==> src/rtl/assert_macros.svh <==
// Assertion helpers used by the core RTL. Both macros expect clk in scope; AAT_ASSERT also uses rst.
`ifndef ASSERT_MACROS_SVH
`define ASSERT_MACROS_SVH

// Check a property on every rising edge outside reset.
`define AAT_ASSERT(lbl, prop, msg) \
  lbl: assert property (@(posedge clk) disable iff (rst) (prop)) else $error(msg);

// Check a property on every rising edge, reset cycles included.
`define AAT_ASSERT_RST(lbl, prop, msg) \
  lbl: assert property (@(posedge clk) (prop)) else $error(msg);

`endif

==> src/rtl/aat_pkg.sv <==
package aat_pkg;

  localparam int unsigned FIELD_W  = 32;
  localparam int unsigned NUM_ROWS = 3;
  localparam int unsigned NUM_AXES = 3;
  localparam int unsigned NUM_COEF = NUM_ROWS * NUM_AXES;
  localparam int unsigned NUM_REGS = 6;
  localparam int unsigned REG_IDX_W = 3;
  localparam int unsigned REG_W    = 64;
  localparam int unsigned BOX_W    = 2 * NUM_AXES * FIELD_W;

  // Register indexes on the configuration port.
  localparam logic [REG_IDX_W-1:0] REG_X_PAIR  = 3'd0;
  localparam logic [REG_IDX_W-1:0] REG_X_THIRD = 3'd1;
  localparam logic [REG_IDX_W-1:0] REG_Y_PAIR  = 3'd2;
  localparam logic [REG_IDX_W-1:0] REG_Y_THIRD = 3'd3;
  localparam logic [REG_IDX_W-1:0] REG_Z_PAIR  = 3'd4;
  localparam logic [REG_IDX_W-1:0] REG_Z_THIRD = 3'd5;

  localparam logic [REG_IDX_W-1:0] ROW_PAIR_REG  [NUM_ROWS] =
    '{REG_X_PAIR, REG_Y_PAIR, REG_Z_PAIR};
  localparam logic [REG_IDX_W-1:0] ROW_THIRD_REG [NUM_ROWS] =
    '{REG_X_THIRD, REG_Y_THIRD, REG_Z_THIRD};

  // Identity map, zero translation.
  localparam logic [REG_W-1:0] CFG_RESET [NUM_REGS] = '{
    64'h0000_0000_0001_0000, 64'h0, 64'h0001_0000_0000_0000,
    64'h0, 64'h0, 64'h0000_0000_0001_0000
  };

  // Load enables of the two adder ranks.
  typedef struct packed {
    logic sum_a;
    logic sum_b;
  } add_en_t;

endpackage

==> src/rtl/aat_sat.sv <==
module aat_sat #(
  parameter int unsigned COORD_BITS    = 32,
  parameter int unsigned FRACTION_BITS = 16,
  parameter int unsigned SUM_W         = 66
) (
  input  logic                         clk,
  input  logic                         en,
  input  logic signed [SUM_W-1:0]      sum_lo [aat_pkg::NUM_ROWS],
  input  logic signed [SUM_W-1:0]      sum_hi [aat_pkg::NUM_ROWS],
  output logic [aat_pkg::FIELD_W-1:0]  out_lo [aat_pkg::NUM_ROWS],
  output logic [aat_pkg::FIELD_W-1:0]  out_hi [aat_pkg::NUM_ROWS]
);
  import aat_pkg::*;

  localparam logic signed [SUM_W-1:0] CMAX =
    signed'({{(SUM_W-COORD_BITS+1){1'b0}}, {(COORD_BITS-1){1'b1}}});
  localparam logic signed [SUM_W-1:0] CMIN = ~CMAX;

  logic signed [SUM_W-1:0] sh_lo  [NUM_ROWS];
  logic signed [SUM_W-1:0] sh_hi  [NUM_ROWS];
  logic signed [SUM_W-1:0] cl_lo  [NUM_ROWS];
  logic signed [SUM_W-1:0] cl_hi  [NUM_ROWS];

  // Floor shift back to coordinate scale, then clamp to the coordinate range.
  always_comb begin
    for (int r = 0; r < NUM_ROWS; r++) begin
      sh_lo[r] = sum_lo[r] >>> FRACTION_BITS;
      sh_hi[r] = sum_hi[r] >>> FRACTION_BITS;
      if (sh_lo[r] > CMAX)      cl_lo[r] = CMAX;
      else if (sh_lo[r] < CMIN) cl_lo[r] = CMIN;
      else                      cl_lo[r] = sh_lo[r];
      if (sh_hi[r] > CMAX)      cl_hi[r] = CMAX;
      else if (sh_hi[r] < CMIN) cl_hi[r] = CMIN;
      else                      cl_hi[r] = sh_hi[r];
    end
  end

  always_ff @(posedge clk) begin
    if (en) begin
      for (int r = 0; r < NUM_ROWS; r++) begin
        out_lo[r] <= FIELD_W'(signed'(cl_lo[r][COORD_BITS-1:0]));
        out_hi[r] <= FIELD_W'(signed'(cl_hi[r][COORD_BITS-1:0]));
      end
    end
  end

endmodule

==> config.mk <==
export PLATFORM = sky130hd
export DESIGN_NAME = aat_sat
export DESIGN_NICKNAME = d
export VERILOG_FILES = /design/src/rtl/assert_macros.svh /design/src/rtl/aat_pkg.sv /design/src/rtl/aat_sat.sv
export SDC_FILE = /design/constraint.sdc
export NUM_CORES = 1
export LEC_CHECK = 0
export BUFFER_PORTS_ARGS = -buffer_cell sky130_fd_sc_hd__buf_2
export CAP_MARGIN = 20
export CORE_AREA = 5 5 224 226
export CTS_BUF_LIST = sky130_fd_sc_hd__clkbuf_16
export DETAILED_ROUTE_END_ITERATION = 10
export DIE_AREA = 0 0 229 231
export GPL_TIMING_DRIVEN = 0
export PLACE_DENSITY_LB_ADDON = 0.1
export REMOVE_ABC_BUFFERS = 1
export SLEW_MARGIN = 20
export SYNTH_ARGS = -nofsm -noshare
export SYNTH_HDL_FRONTEND = slang
export SYNTH_SLANG_ARGS = --single-unit
==> constraint.sdc <==
create_clock -name clk -period 2.8 [get_ports clk]
set_input_delay 0.28 -clock clk [delete_from_list [all_inputs] [get_ports clk]]
set_output_delay 0.28 -clock clk [all_outputs]
set_load 0.005 [all_outputs]
==> results.sh <==
export IMPL_ctsResizeCount=0
export IMPL_cts_hold_buffers=4
export IMPL_dieArea_mm2=0.0529
export IMPL_hold_start="sum_hi[173]"
export IMPL_yosys_area_top_type="edfxtp_1"
export IMPL_route_detailed_drc=0
export IMPL_instances_no_fill=1632
export IMPL_mostFrequentLayoutCells="buf_2 (492), edfxtp_1 (192), a21o_1 (180)"
export IMPL_synth_area_per_cell_um2=16.0
export IMPL_ys_warn_count=0
export IMPL_port_buffers=493
export IMPL_arrival_ns=1.87
export IMPL_drtPass1Iterations=5
export IMPL_ys_seq_elements=192
export IMPL_hold_viol_final=0
export IMPL_slew_limit_headroom_pct=53.8
export IMPL_mostFrequentLayoutCell="buf_2"
export IMPL_layout_worst_path_cycle_share_pct=54.0
export IMPL_critPathKind="in -> reg"
export IMPL_crit_path_end_kind="flip-flop"
export IMPL_holdWs_ns=0.0624
export IMPL_vias=6317
export IMPL_drive_above_1_share_pct=55.8
export IMPL_required_ns=3.16
export IMPL_wirelength_mm=29.7
export IMPL_start_util_pct=16.8
export IMPL_grt_start_max_net_pins=73
export IMPL_syn_area_mm2=0.00808
export IMPL_clk_pin_slew_ns=0.08
export IMPL_final_setup_worst_slack_ns=1.29
export IMPL_start_kind="input port"
export IMPL_seqCellArea_mm2=0.00577
export IMPL_finalPower_w=0.00713
export IMPL_worst_path_max_fanout=17
export IMPL_rsz0062_at_grt="no"
export IMPL_die_w_um=229
export IMPL_dp_cells=1596
export IMPL_vias_per_cell=3.87
export IMPL_htree_levels=4
export IMPL_cts_setup_buffers=0
export IMPL_synth_top_area_share_pct=71.4
export IMPL_die_h_um=231
export IMPL_hold_path_class="in -> reg"
export IMPL_io_pins=590
export IMPL_p_per_area_mw_per_mm2=588
export IMPL_synthTopCellsByArea="edfxtp_1 (71%), a21o_1 (17%), buf_6 (2.5%)"
export IMPL_timing_final_max_slew_violations=0
export IMPL_cts_tree="done"
export IMPL_grt_pass1_wl_mm=42.8
export IMPL_syn_to_final_growth_pct=50.3
export IMPL_n_antenna_cell=0
export IMPL_worstHoldEndpoint="out_hi[89]"
export IMPL_syn_instance_count=504
export IMPL_p_leak_nw=5.54
export IMPL_antenna_left=0
export IMPL_outcome="complete, no violations"
export IMPL_nFillCells=5112
export IMPL_nets=1395
export IMPL_track_usage_pct=10.9
export IMPL_hold_depth=2
export IMPL_setup_violations_final=0
export IMPL_cts_sinks=192
export IMPL_fin_crit_ns=1.51
export IMPL_grt_overflow_total=0
export IMPL_synth_cell_types=13
export IMPL_clock_fmax_mhz=662
export IMPL_cts_made_buffers=17
export IMPL_pre_cts_ws_ns=0.765
export IMPL_cts_root_buf="clkbuf_16"
export IMPL_clk_path_buf_depth=2
export IMPL_multiInputGateArea_mm2=0.00211
export IMPL_grt_pass1_vias=6576
export IMPL_antenna_found_initial=5
export IMPL_max_cap_violations=0
export IMPL_place_congestion=0.816
export IMPL_core_rowCount=81
export IMPL_core_mm2=0.0481
export IMPL_drt_first_iter_violations=219
export IMPL_dp_hpwl_mm=23.1
export IMPL_ys_seq_area_share_pct=71.4
export IMPL_irDropWorstVdd_mv=0.363
export IMPL_tightest_slew_ns=0.692
export IMPL_post_drt_wl_per_cell_um=18.2
## Yosys cell counts
master,count
and3_1,6
edfxtp_1,192
clkbuf_1,24
a31oi_1,6
a21o_1,180
nor4_1,24
or3_4,6
buf_6,18
nand4_1,24
nand2_1,6
o31ai_4,6
nor2_1,6
a21o_2,6
## how the worst max path moves through the flow
stage,endpoint,slack (ns),cells past startpoint,startpoint
5_1_grt,out_hi[81],1.19,7,sum_hi[183]
2_1_floorplan,out_hi[0],0.75,4,sum_hi[52]
6_report,out_lo[0],1.29,6,sum_lo[49]
4_1_cts,out_lo[20],1.33,6,sum_lo[49]
3_3_place_gp,out_hi[78],-1.63,1,en
3_5_place_dp,out_lo[0],0.77,6,sum_lo[49]
## routing by layer
metal	wire, um	global-route usage [%]
met1	11500	12.0
met4	571	4.34
met5	60	0
met3	2470	4.76
met2	15100	18.7
## report_power, final
part | switching (W) | leakage, nW | internal (W)
clock | 0.00120 | 0.291 | 0.00149
combinational | 0.000478 | 3.36 | 0.000473
sequential | 0.0000550 | 1.89 | 0.00344
## critical path, cell delays in order
cell,delay [ns]
buf_2,0.09
nand4_1,0.09
or3_4,0.40
o31ai_4,0.58
buf_6,0.28
a21o_2,0.14
## per-stage QoR
stage | utilization, % | instance area (um^2) | TNS (ns)
2_1_floorplan | - | 7780 | 0
3_3_place_gp | 22.9 | 11000 | -374.22
3_5_place_dp | 23.9 | 11500 | 0
4_1_cts | 25.2 | 12100 | 0
5_1_grt | 25.2 | 12100 | 0
6_report | 25.2 | 12100 | 0
## state kept, by name (all words and copies together) (netlist names)
| register | flops |
|---|---|
| out_hi | 96 |
| out_lo | 96 |
## cells by family (layout without fill, tap and decap cells)
logic type | count (synthesis) | after routing | synth area share (%)
AND/OR/NAND/NOR | 72 | 72 | 5.58
buffers and inverters | 42 | 548 | 3.62
flip-flops | 192 | 192 | 71.4
AO/OA/AOI/OAI | 198 | 198 | 19.4
## layout make-up
| cell class | instances | share of cell area (%) |
|---|---|---|
| clock buffer | 17 | 3.50 |
| clock inverter | 15 | 1.58 |
| multi-input combinational | 270 | 17.4 |
| sequential | 192 | 47.5 |
| tap | 622 | 6.41 |
| timing repair buffer | 516 | 23.7 |
Power figures use the tool's default switching activity.
