<file path="config.mk">
export PLATFORM = sky130hd
export DESIGN_NAME = aat_opsel
export DESIGN_NICKNAME = d
export VERILOG_FILES = /design/src/rtl/assert_macros.svh /design/src/rtl/aat_pkg.sv /design/src/rtl/aat_opsel.sv
export SDC_FILE = /design/constraint.sdc
export NUM_CORES = 1
export LEC_CHECK = 0
export BUFFER_PORTS_ARGS = -buffer_cell sky130_fd_sc_hd__buf_4
export CORE_AREA = 2 2 413 415
export CTS_BUF_LIST = sky130_fd_sc_hd__clkbuf_16
export CTS_CLUSTER_DIAMETER = 120
export CTS_CLUSTER_SIZE = 10
export DETAILED_ROUTE_END_ITERATION = 8
export DIE_AREA = 0 0 415 417
export GPL_ROUTABILITY_DRIVEN = 0
export PLACE_DENSITY = 0.37
export SETUP_SLACK_MARGIN = 0.02
export SLEW_MARGIN = 25
export SYNTH_ARGS = -nofsm -noshare
export SYNTH_HDL_FRONTEND = slang
export SYNTH_SLANG_ARGS = --single-unit
</file>
<file path="constraint.sdc">
create_clock -name clk -period 3.55 [get_ports clk]
set_input_delay 0.355 -clock clk [delete_from_list [all_inputs] [get_ports clk]]
set_output_delay 0.355 -clock clk [all_outputs]
set_load 0.05 [all_outputs]
</file>
<file path="src/rtl/assert_macros.svh">
// Assertion helpers used by the core RTL. Both macros expect clk in scope; AAT_ASSERT also uses rst.
`ifndef ASSERT_MACROS_SVH
`define ASSERT_MACROS_SVH

// Check a property on every rising edge outside reset.
`define AAT_ASSERT(lbl, prop, msg) \
  lbl: assert property (@(posedge clk) disable iff (rst) (prop)) else $error(msg);

// Check a property on every rising edge, reset cycles included.
`define AAT_ASSERT_RST(lbl, prop, msg) \
  lbl: assert property (@(posedge clk) (prop)) else $error(msg);

`endif

</file>
<file path="src/rtl/aat_pkg.sv">
package aat_pkg;

  localparam int unsigned FIELD_W  = 32;
  localparam int unsigned NUM_ROWS = 3;
  localparam int unsigned NUM_AXES = 3;
  localparam int unsigned NUM_COEF = NUM_ROWS * NUM_AXES;
  localparam int unsigned NUM_REGS = 6;
  localparam int unsigned REG_IDX_W = 3;
  localparam int unsigned REG_W    = 64;
  localparam int unsigned BOX_W    = 2 * NUM_AXES * FIELD_W;

  // Register indexes on the configuration port.
  localparam logic [REG_IDX_W-1:0] REG_X_PAIR  = 3'd0;
  localparam logic [REG_IDX_W-1:0] REG_X_THIRD = 3'd1;
  localparam logic [REG_IDX_W-1:0] REG_Y_PAIR  = 3'd2;
  localparam logic [REG_IDX_W-1:0] REG_Y_THIRD = 3'd3;
  localparam logic [REG_IDX_W-1:0] REG_Z_PAIR  = 3'd4;
  localparam logic [REG_IDX_W-1:0] REG_Z_THIRD = 3'd5;

  localparam logic [REG_IDX_W-1:0] ROW_PAIR_REG  [NUM_ROWS] =
    '{REG_X_PAIR, REG_Y_PAIR, REG_Z_PAIR};
  localparam logic [REG_IDX_W-1:0] ROW_THIRD_REG [NUM_ROWS] =
    '{REG_X_THIRD, REG_Y_THIRD, REG_Z_THIRD};

  // Identity map, zero translation.
  localparam logic [REG_W-1:0] CFG_RESET [NUM_REGS] = '{
    64'h0000_0000_0001_0000, 64'h0, 64'h0001_0000_0000_0000,
    64'h0, 64'h0, 64'h0000_0000_0001_0000
  };

  // Load enables of the two adder ranks.
  typedef struct packed {
    logic sum_a;
    logic sum_b;
  } add_en_t;

endpackage

</file>
<file path="src/rtl/aat_opsel.sv">
module aat_opsel #(
  parameter int unsigned COORD_BITS = 32
) (
  input  logic                         clk,
  input  logic                         en,
  input  logic signed [COORD_BITS-1:0] coef   [aat_pkg::NUM_COEF],
  input  logic signed [COORD_BITS-1:0] lo_in  [aat_pkg::NUM_AXES],
  input  logic signed [COORD_BITS-1:0] hi_in  [aat_pkg::NUM_AXES],
  output logic signed [COORD_BITS-1:0] lo_op  [aat_pkg::NUM_COEF],
  output logic signed [COORD_BITS-1:0] hi_op  [aat_pkg::NUM_COEF]
);
  import aat_pkg::*;

  // Positive coefficient keeps the same-side bound, otherwise swap.
  always_ff @(posedge clk) begin
    if (en) begin
      for (int r = 0; r < NUM_ROWS; r++) begin
        for (int i = 0; i < NUM_AXES; i++) begin
          if (!coef[r*NUM_AXES+i][COORD_BITS-1] && (coef[r*NUM_AXES+i] != '0)) begin
            lo_op[r*NUM_AXES+i] <= lo_in[i];
            hi_op[r*NUM_AXES+i] <= hi_in[i];
          end else begin
            lo_op[r*NUM_AXES+i] <= hi_in[i];
            hi_op[r*NUM_AXES+i] <= lo_in[i];
          end
        end
      end
    end
  end

endmodule

</file>
==> impl_results.md, run 1 <==
* Outcome: finished, final reports clean
* Ys flop type: edfxtp_1
* Syn nets at between 1500 and 2000
* Final setup TNS at 0 ns
* Vias at roughly 18000
* Synth area leaders: edfxtp_1 68%, mux2_2 26%, clkbuf_8 2.9%, nor4_1 1.8%, nand4_1 0.45%
* Final Hold Viols at 0
* Setup WS post-layout at approximately 0.71 ns
* Initial antenna violation count at 31
* # port buffers at 1057
* Chip height at approximately 420 um
* Remaining Overflow, GRT at 0
* RSZ-0062 raised after global routing: no
* First-pass GRT wire length at roughly 160000 um
* Pwr dens at approximately 530 nW/um2
* Drt drc at 0
* Synthesized area at 25260 um2
* Share of layout cells above drive strength 1 at roughly 70%
* DR pass1 iterations at 4
* Most common library cells after synthesis: 576 x edfxtp_1, 576 x mux2_2, 72 x nor4_1, 54 x clkbuf_8, 18 x nand4_1
* WP buf/inv at 3
* Post-synthesis area per instance at roughly 19 um2
* Hold Path End: hi_op[59]
* Critical Path Fanout Max at 18
* Die area at around 170000 um2
* Max-slew violation total from the final report at 0
* Crit share post-route at roughly four fifths
* I/O Pins at 1058
* Post-Synthesis Cells at between 1000 and 1500
* CP delay by family, top: buffers and inverters
* Worst path cell trace: buf_4, nor4_1, nand4_1, o21bai_4, buf_12, mux2_2, dlygate4sd3_1
* LEAKAGE at around 15 nW
* Post-synth ARST share at 0%
* Largest net degree at the start of global routing at 72
* Worst Max-Slew Pin Slew at roughly 0.81 ns
* Hold Path Depth at 2
* Seq/Total Area, Yosys at 68.48%
* Yosys synthesis warning count at 0
* Core ar. at 168500 um2
* Crit path required time at 3.94 ns
* Fin cells at 4748
* First-iteration detailed-routing DRC count at roughly 1100
* Relative slew slack at roughly 46%
* Nets at between 2000 and 3000
* Max incr delay on CP at 0.68 ns
* Maximum vdd drop at between 0.0002 and 0.0003 V
* Worst min path class: input pin to flop
* Fmax at around 350 MHz
* Detailed Place HPWL at between 90000 and 100000 um
* Routed WL at 126100 um
* GRT Resource Usage Total at 13.88%
* Clock slew at reported path FFs at roughly 0.060 ns
* Hold Startpoint: hi_in[59]
* Htree depth at 3
* Critical path type: input pin to flop
* Max-cap viol count at 0
* Clk root buf: clkbuf_16
* Number of buffers created by CTS at slightly below 70
* Area leader, netlist: edfxtp_1
* Unique masters post-synth at 7
* Final setup vio count at 0
* #FFs+latches synth at 576
* Final ANT Viol Nets at 0
* WP data arrival at 3.23 ns
* Via count of the first global-routing pass at 17610
* Share of the synthesized area in the top cell type at roughly 68%
* Setup crit end kind: flop
* Die W at approximately 420 um
* Max clock buf depth at 3
* Pwr Total at 20.37 mW
* Layout area overhead at 53.02%
* Starting density of the core at between 10% and 20%
* Post-synth EDFFs at roughly 580
* Routed len/inst at approximately 27 um
* Worst Setup Start Kind: input pin
* Worst path slowest cell: o21bai_4
* Clock sink total at about 580
* CTS tree: built
* Dpl cells at around 4600
* Clock period minus final worst setup slack at between 2 and 3 ns
* Placement Setup Slack at slightly below 0.6 ns
* Rows at approximately 150
* Via/cell ratio at roughly 3.7
* Layout Utilization at 22.93%
-- cell type report --
type,count,area [um2]
antenna,7,17.52
clock buffer,71,1777
clock inverter,11,135.1
fill,17890,129900
multi-input combinational,675,7218
sequential,576,17300
tap,2218,2775
timing repair buffer,1190,9432
-- routing by layer --
metal / vias to the layer above / GRT usage (%) / routed length [um]
met5: - / 0 / 60
met2: 598 / 21.93 / 59090
met4: 10 / 3.340 / 2625
met1: 9079 / 18.63 / 55820
met3: 121 / 3.920 / 8470
li1: 7747 / - / -
-- cells by family (layout without fill, tap and decap cells) --
group                  after synthesis  after routing  synth area share (%)
AND/OR/NAND/NOR                     90             90                 2.229
other                                0              7                     0
flip-flops                         576            576                 68.48
multiplexers                       576            576                 25.68
AO/OA/AOI/OAI                        9              9                0.2675
buffers and inverters               63           1272                 3.344
-- cell usage in the layout (no fill, tap or decap), drive strengths merged --
cell | netlist | layout
dlygate4sd3 | 0 | 81
mux2 | 576 | 576
o21bai | 9 | 9
clkbuf | 54 | 71
nor4 | 72 | 72
edfxtp | 576 | 576
inv | 0 | 6
clkinv | 0 | 2
buf | 9 | 1109
nand4 | 18 | 18
bufinv | 0 | 2
clkinvlp | 0 | 1
diode | 0 | 7
-- worst max path at each step --
stage	startpoint	endpoint	cells after the start
6_report	coef[102]	hi_op[117]	7
5_1_grt	coef[102]	hi_op[117]	7
3_3_place_gp	coef[102]	lo_op[103]	6
3_5_place_dp	coef[102]	hi_op[103]	6
4_1_cts	coef[102]	hi_op[117]	7
2_1_floorplan	coef[120]	hi_op[100]	6
-- state kept, by name, indices dropped and copies added (netlist names) --
register / count
hi_op: 288
lo_op: 288
-- timing repair --
action / in CTS / in global routing
setup buffers: 0 / 0
endpoints found under the hold margin: 155 / 0
gates resized for setup: 0 / 0
hold buffers: 81 / 0
-- per-stage QoR --
step	hold slack (ns)	area, um2
after floorplan	0.4675	25260
after global placement	0.7112	35910
after detailed placement	0.7081	35910
after CTS	0.0001684	38630
after global routing	0.01829	38630
final	0.08911	38650
-- power by group --
group	total, mW	internal [mW]	switching (mW)
Clock	6.67	3.70	2.98
Combinational	5.25	1.71	3.54
Sequential	8.45	8.23	0.215
Note: power is estimated with default switching activity, not from simulation.
==> inputs of run 2 (changes only) <==
--- a/config.mk
+++ b/config.mk
@@ -5,15 +5,16 @@
 export SDC_FILE = /design/constraint.sdc
 export NUM_CORES = 1
 export LEC_CHECK = 0
+export ABC_AREA = 1
 export BUFFER_PORTS_ARGS = -buffer_cell sky130_fd_sc_hd__buf_4
-export CORE_AREA = 2 2 413 415
+export CORE_AREA = 2 2 417 419
 export CTS_BUF_LIST = sky130_fd_sc_hd__clkbuf_16
 export CTS_CLUSTER_DIAMETER = 120
 export CTS_CLUSTER_SIZE = 10
 export DETAILED_ROUTE_END_ITERATION = 8
-export DIE_AREA = 0 0 415 417
+export DIE_AREA = 0 0 419 421
 export GPL_ROUTABILITY_DRIVEN = 0
-export PLACE_DENSITY = 0.37
+export PLACE_DENSITY = 0.38
 export SETUP_SLACK_MARGIN = 0.02
 export SLEW_MARGIN = 25
 export SYNTH_ARGS = -nofsm -noshare
==> constraint.sdc (replaced) <==
create_clock -name clk -period 2.7 [get_ports clk]
set_input_delay 0.27 -clock clk [delete_from_list [all_inputs] [get_ports clk]]
set_output_delay 0.27 -clock clk [all_outputs]
set_load 0.05 [all_outputs]
==> run 2 against run 1 <==
Compared with the run above:
- non-clock buffer count is 211 higher
- die area is 1.9% higher
- final area is 12% higher
- final cell count is 40% higher
- critical endpoint is now hi_op[52]
- largest cell class unchanged
- largest power group unchanged
- highest routed layer unchanged
==> impl_results.md, run 2 <==
* Detail Route met2 WL at 69590 um (was 59090 um)
* Most common library cells after synthesis: 1276 x nand2_1, 576 x edfxtp_1, 576 x nand3_1, 317 x nor2_1, 60 x buf_2 (was 576 x edfxtp_1, 576 x mux2_2, 72 x nor4_1, 54 x clkbuf_8, 18 x nand4_1)
* Nets at 4787 (was 2994)
* Clock sink total at 576 (unchanged)
* Area leader, netlist: edfxtp_1 (unchanged)
* Met3 WL at 8518 um (was 8470 um)
* Share of layout cells above drive strength 1 at 28.27% (was 70.31%)
* Max-slew violation total from the final report at 0 (unchanged)
* CTS tree: built (unchanged)
* Routed WL at 141000 um (was 126100 um)
* Via/cell ratio at 4.033 (was 3.697)
* Filler instances at 18640 (was 17890)
* Largest net degree at the start of global routing at 72 (unchanged)
* Worst Max-Slew Pin Slew at 0.9374 ns (was 0.8070 ns)
* Worst path slowest cell: dlygate4sd3_1 (was o21bai_4)
* Fin cells at 6642 (was 4748)
* Crit share post-route at approximately three quarters
* Die W at 419 um (was 415 um)
* Top layer in use: met5 (unchanged)
* Rows at 153 (was 151)
* Worst path cell trace: buf_4, nor2_1, and2_1, nand2_1, nor2_1, nand2_2, buf_12, nand3_1, nand2_1, dlygate4sd3_1 (was buf_4, nor4_1, nand4_1, o21bai_4, buf_12, mux2_2, dlygate4sd3_1)
* Share of the synthesized area in the top cell type at 62.34% (was 68.48%)
* Synth area leaders: edfxtp_1 62%, nand2_1 17%, nand3_1 10%, nor2_1 4.3%, buf_6 1.5% (was edfxtp_1 68%, mux2_2 26%, clkbuf_8 2.9%, nor4_1 1.8%, nand4_1 0.45%)
* Core ar. at 172500 um2 (was 168500 um2)
* Clock slew at reported path FFs at 0.06 ns (about the same)
* Die area at 176400 um2 (was 173100 um2)
* Top flop regs: hi_op: 288 flops, lo_op: 288 flops (unchanged)
* Htree depth at 3 (unchanged)
* #FFs+latches synth at 576 (unchanged)
* Ys flop type: edfxtp_1 (unchanged)
* Starting density of the core at 16.09% (was 14.99%)
* Post-Layout Inst Area at 43100 um2 (was 38650 um2)
* Final setup TNS at 0 ns (unchanged)
* GRT Resource Usage Total at 15.38% (was 13.88%)
* Seq/Total Area, Yosys at 62.34% (was 68.48%)
* Placement Setup Slack at 0.5773 ns (was 0.5887 ns)
* First-iteration detailed-routing DRC count at 2081 (was 1120)
* Syn nets at 3486 (was 1796)
* Drt drc at 0 (unchanged)
* Worst min path class: input pin to flop (unchanged)
* Chip height at 421 um (was 417 um)
* Clock period minus final worst setup slack at between 1.5 and 2 ns
* Final setup vio count at 0 (unchanged)
* Via count of the first global-routing pass at 26260 (was 17610)
* Wl on met1 at 55750 um (was 55820 um)
* DR pass1 iterations at 5 (was 4)
* Max incr delay on CP at 0.55 ns (was 0.68 ns)
* Routed len/inst at 21.23 um (was 26.55 um)
* Critical Path Fanout Max at 33 (was 18)
* Setup WS post-layout at 0.7239 ns (was 0.7073 ns)
* Dpl cells at 6271 (was 4578)
* Setup crit end kind: flop (unchanged)
* Unique masters post-synth at 14 (was 7)
* LEAKAGE at 19.16 nW (was 14.70 nW)
* Pwr dens at 628.7 nW/um2 (was 527.0 nW/um2)
* I/O Pins at 1058 (unchanged)
* # port buffers at 1057 (unchanged)
* Number of buffers created by CTS at 69 (unchanged)
* Dominant cell by count in the synthesized netlist: nand2_1
* Post-synthesis area per instance at 9.237 um2 (was 19.22 um2)
* Post-synth EDFFs at 576 (unchanged)
* Critical path type: input pin to flop (unchanged)
* Placed Area at 38350 um2 (was 35910 um2)
* Post-CTS Resized at 0 (unchanged)
* Highest-count cells in the layout ignoring fill and taps: 1267 x nand2_1, 1083 x buf_4, 576 x nand3_1, 576 x edfxtp_1, 317 x nor2_1 (was 1085 x buf_4, 576 x mux2_2, 576 x edfxtp_1)
* Final Hold Viols at 0 (unchanged)
* Crit path required time at 3.09 ns (was 3.94 ns)
* Max-cap viol count at 0 (unchanged)
* Hold Startpoint: coef[223] (was hi_in[59])
* Fmax at about 510 MHz
* Detailed Place HPWL at 100200 um (was 97730 um)
* Synthesized area at 27750 um2 (was 25260 um2)
* CP delay by family, top: simple AND/OR/NAND/NOR gates (was buffers and inverters)
* Post-Synthesis Cells at 3004 (was 1314)
* First-pass GRT wire length at 197100 um (was 164400 um)
* Relative slew slack at 37.51% (was 46.20%)
* Clk root buf: clkbuf_16 (unchanged)
* Final ANT Viol Nets at 0 (unchanged)
* Vias at 26790 (was 17560)
* Remaining Overflow, GRT at 0 (unchanged)
* Post-synth ARST share at 0% (unchanged)
* Worst Setup Start Kind: input pin (unchanged)
* RSZ-0062 raised after global routing: no (unchanged)
* Initial antenna violation count at 4 (was 31)
* Commonest non-fill, non-tap cell in the layout: nand2_1 (was buf_4)
* Yosys synthesis warning count at 0 (unchanged)
* Layout Utilization at 24.99% (was 22.93%)
* Outcome: finished, final reports clean (unchanged)
* Layout area overhead at 55.33% (was 53.02%)
* Max clock buf depth at 3 (unchanged)
* WP buf/inv at 3 (unchanged)
* WP data arrival at 2.37 ns (was 3.23 ns)
* Maximum vdd drop at 0.0004136 V (was 0.0002871 V)
* Critical Path Start: coef[39] (was coef[102])
==> run 2: cell types whose count changed in the layout (fill, tap and decap cells not counted), moves of 33 or more <==
cell / previous run / this run
mux2_2: 576 / 0
nor4_1: 72 / 0
nand3_1: 0 / 576
nor2_1: 0 / 317
inv_1: 2 / 35
nand2_1: 0 / 1267
dlygate4sd3_1: 81 / 288
==> run 2: per-layer routing <==
metal  track usage, %  vias to the layer above
li1                 -                    12660
met1            18.28                    12880
met5                0                        -
met2            26.32                     1010
met3            2.961                      232
met4            7.629                        2
==> run 2: stage by stage <==
step,power [mW],hold WS [ns]
floorplan,15.16,0.3825
global placement,18.33,0.5838
detailed placement,18.34,0.5881
CTS,27.57,0.05621
global route,28.17,0.09159
finish,27.10,0.1474
==> run 2: what timing repair did <==
item,CTS,global route
hold endpoints to repair,571,0
endpoints found under the setup margin,0,0
hold buffers,288,0
setup buffers,0,0
==> run 2: final timing paths <==
kind	endpoint	slack (ns)	depth (start not counted)
worst max-delay path	hi_op[52]	0.72	10
worst min-delay path	hi_op[220]	0.15	5
==> run 2: where the power goes <==
group | internal (mW) | total, mW | leakage (nW) | switching (mW)
logic | 2.25 | 7.34 | 12.6 | 5.09
registers | 10.8 | 11.1 | 5.62 | 0.312
clock network | 4.67 | 8.61 | 0.921 | 3.94
==> run 2: logic make-up (layout without fill, tap and decap cells) <==
| family | count (synthesis) | count (layout) | synth area share [%] |
|---|---|---|---|
| other | 0 | 1 | 0 |
| buffers and inverters | 214 | 1526 | 4.383 |
| and+or+nand+nor | 2205 | 2205 | 32.75 |
| DFF | 576 | 576 | 62.34 |
| AOI/OAI and AO/OA | 9 | 9 | 0.5276 |
==> run 2: cell type report <==
class / instances / area (um2) / share of cell area (%)
Timing Repair Buffer: 1401 / 11610 / 26.93
Tap cell: 2325 / 2909 / 6.750
Sequential cell: 576 / 17300 / 40.13
Multi-Input combinational cell: 2214 / 9256 / 21.48
Antenna cell: 1 / 2.502 / 0.005806
Clock inverter: 11 / 87.58 / 0.2032
Inverter: 43 / 161.4 / 0.3745
Clock buffer: 71 / 1777 / 4.122
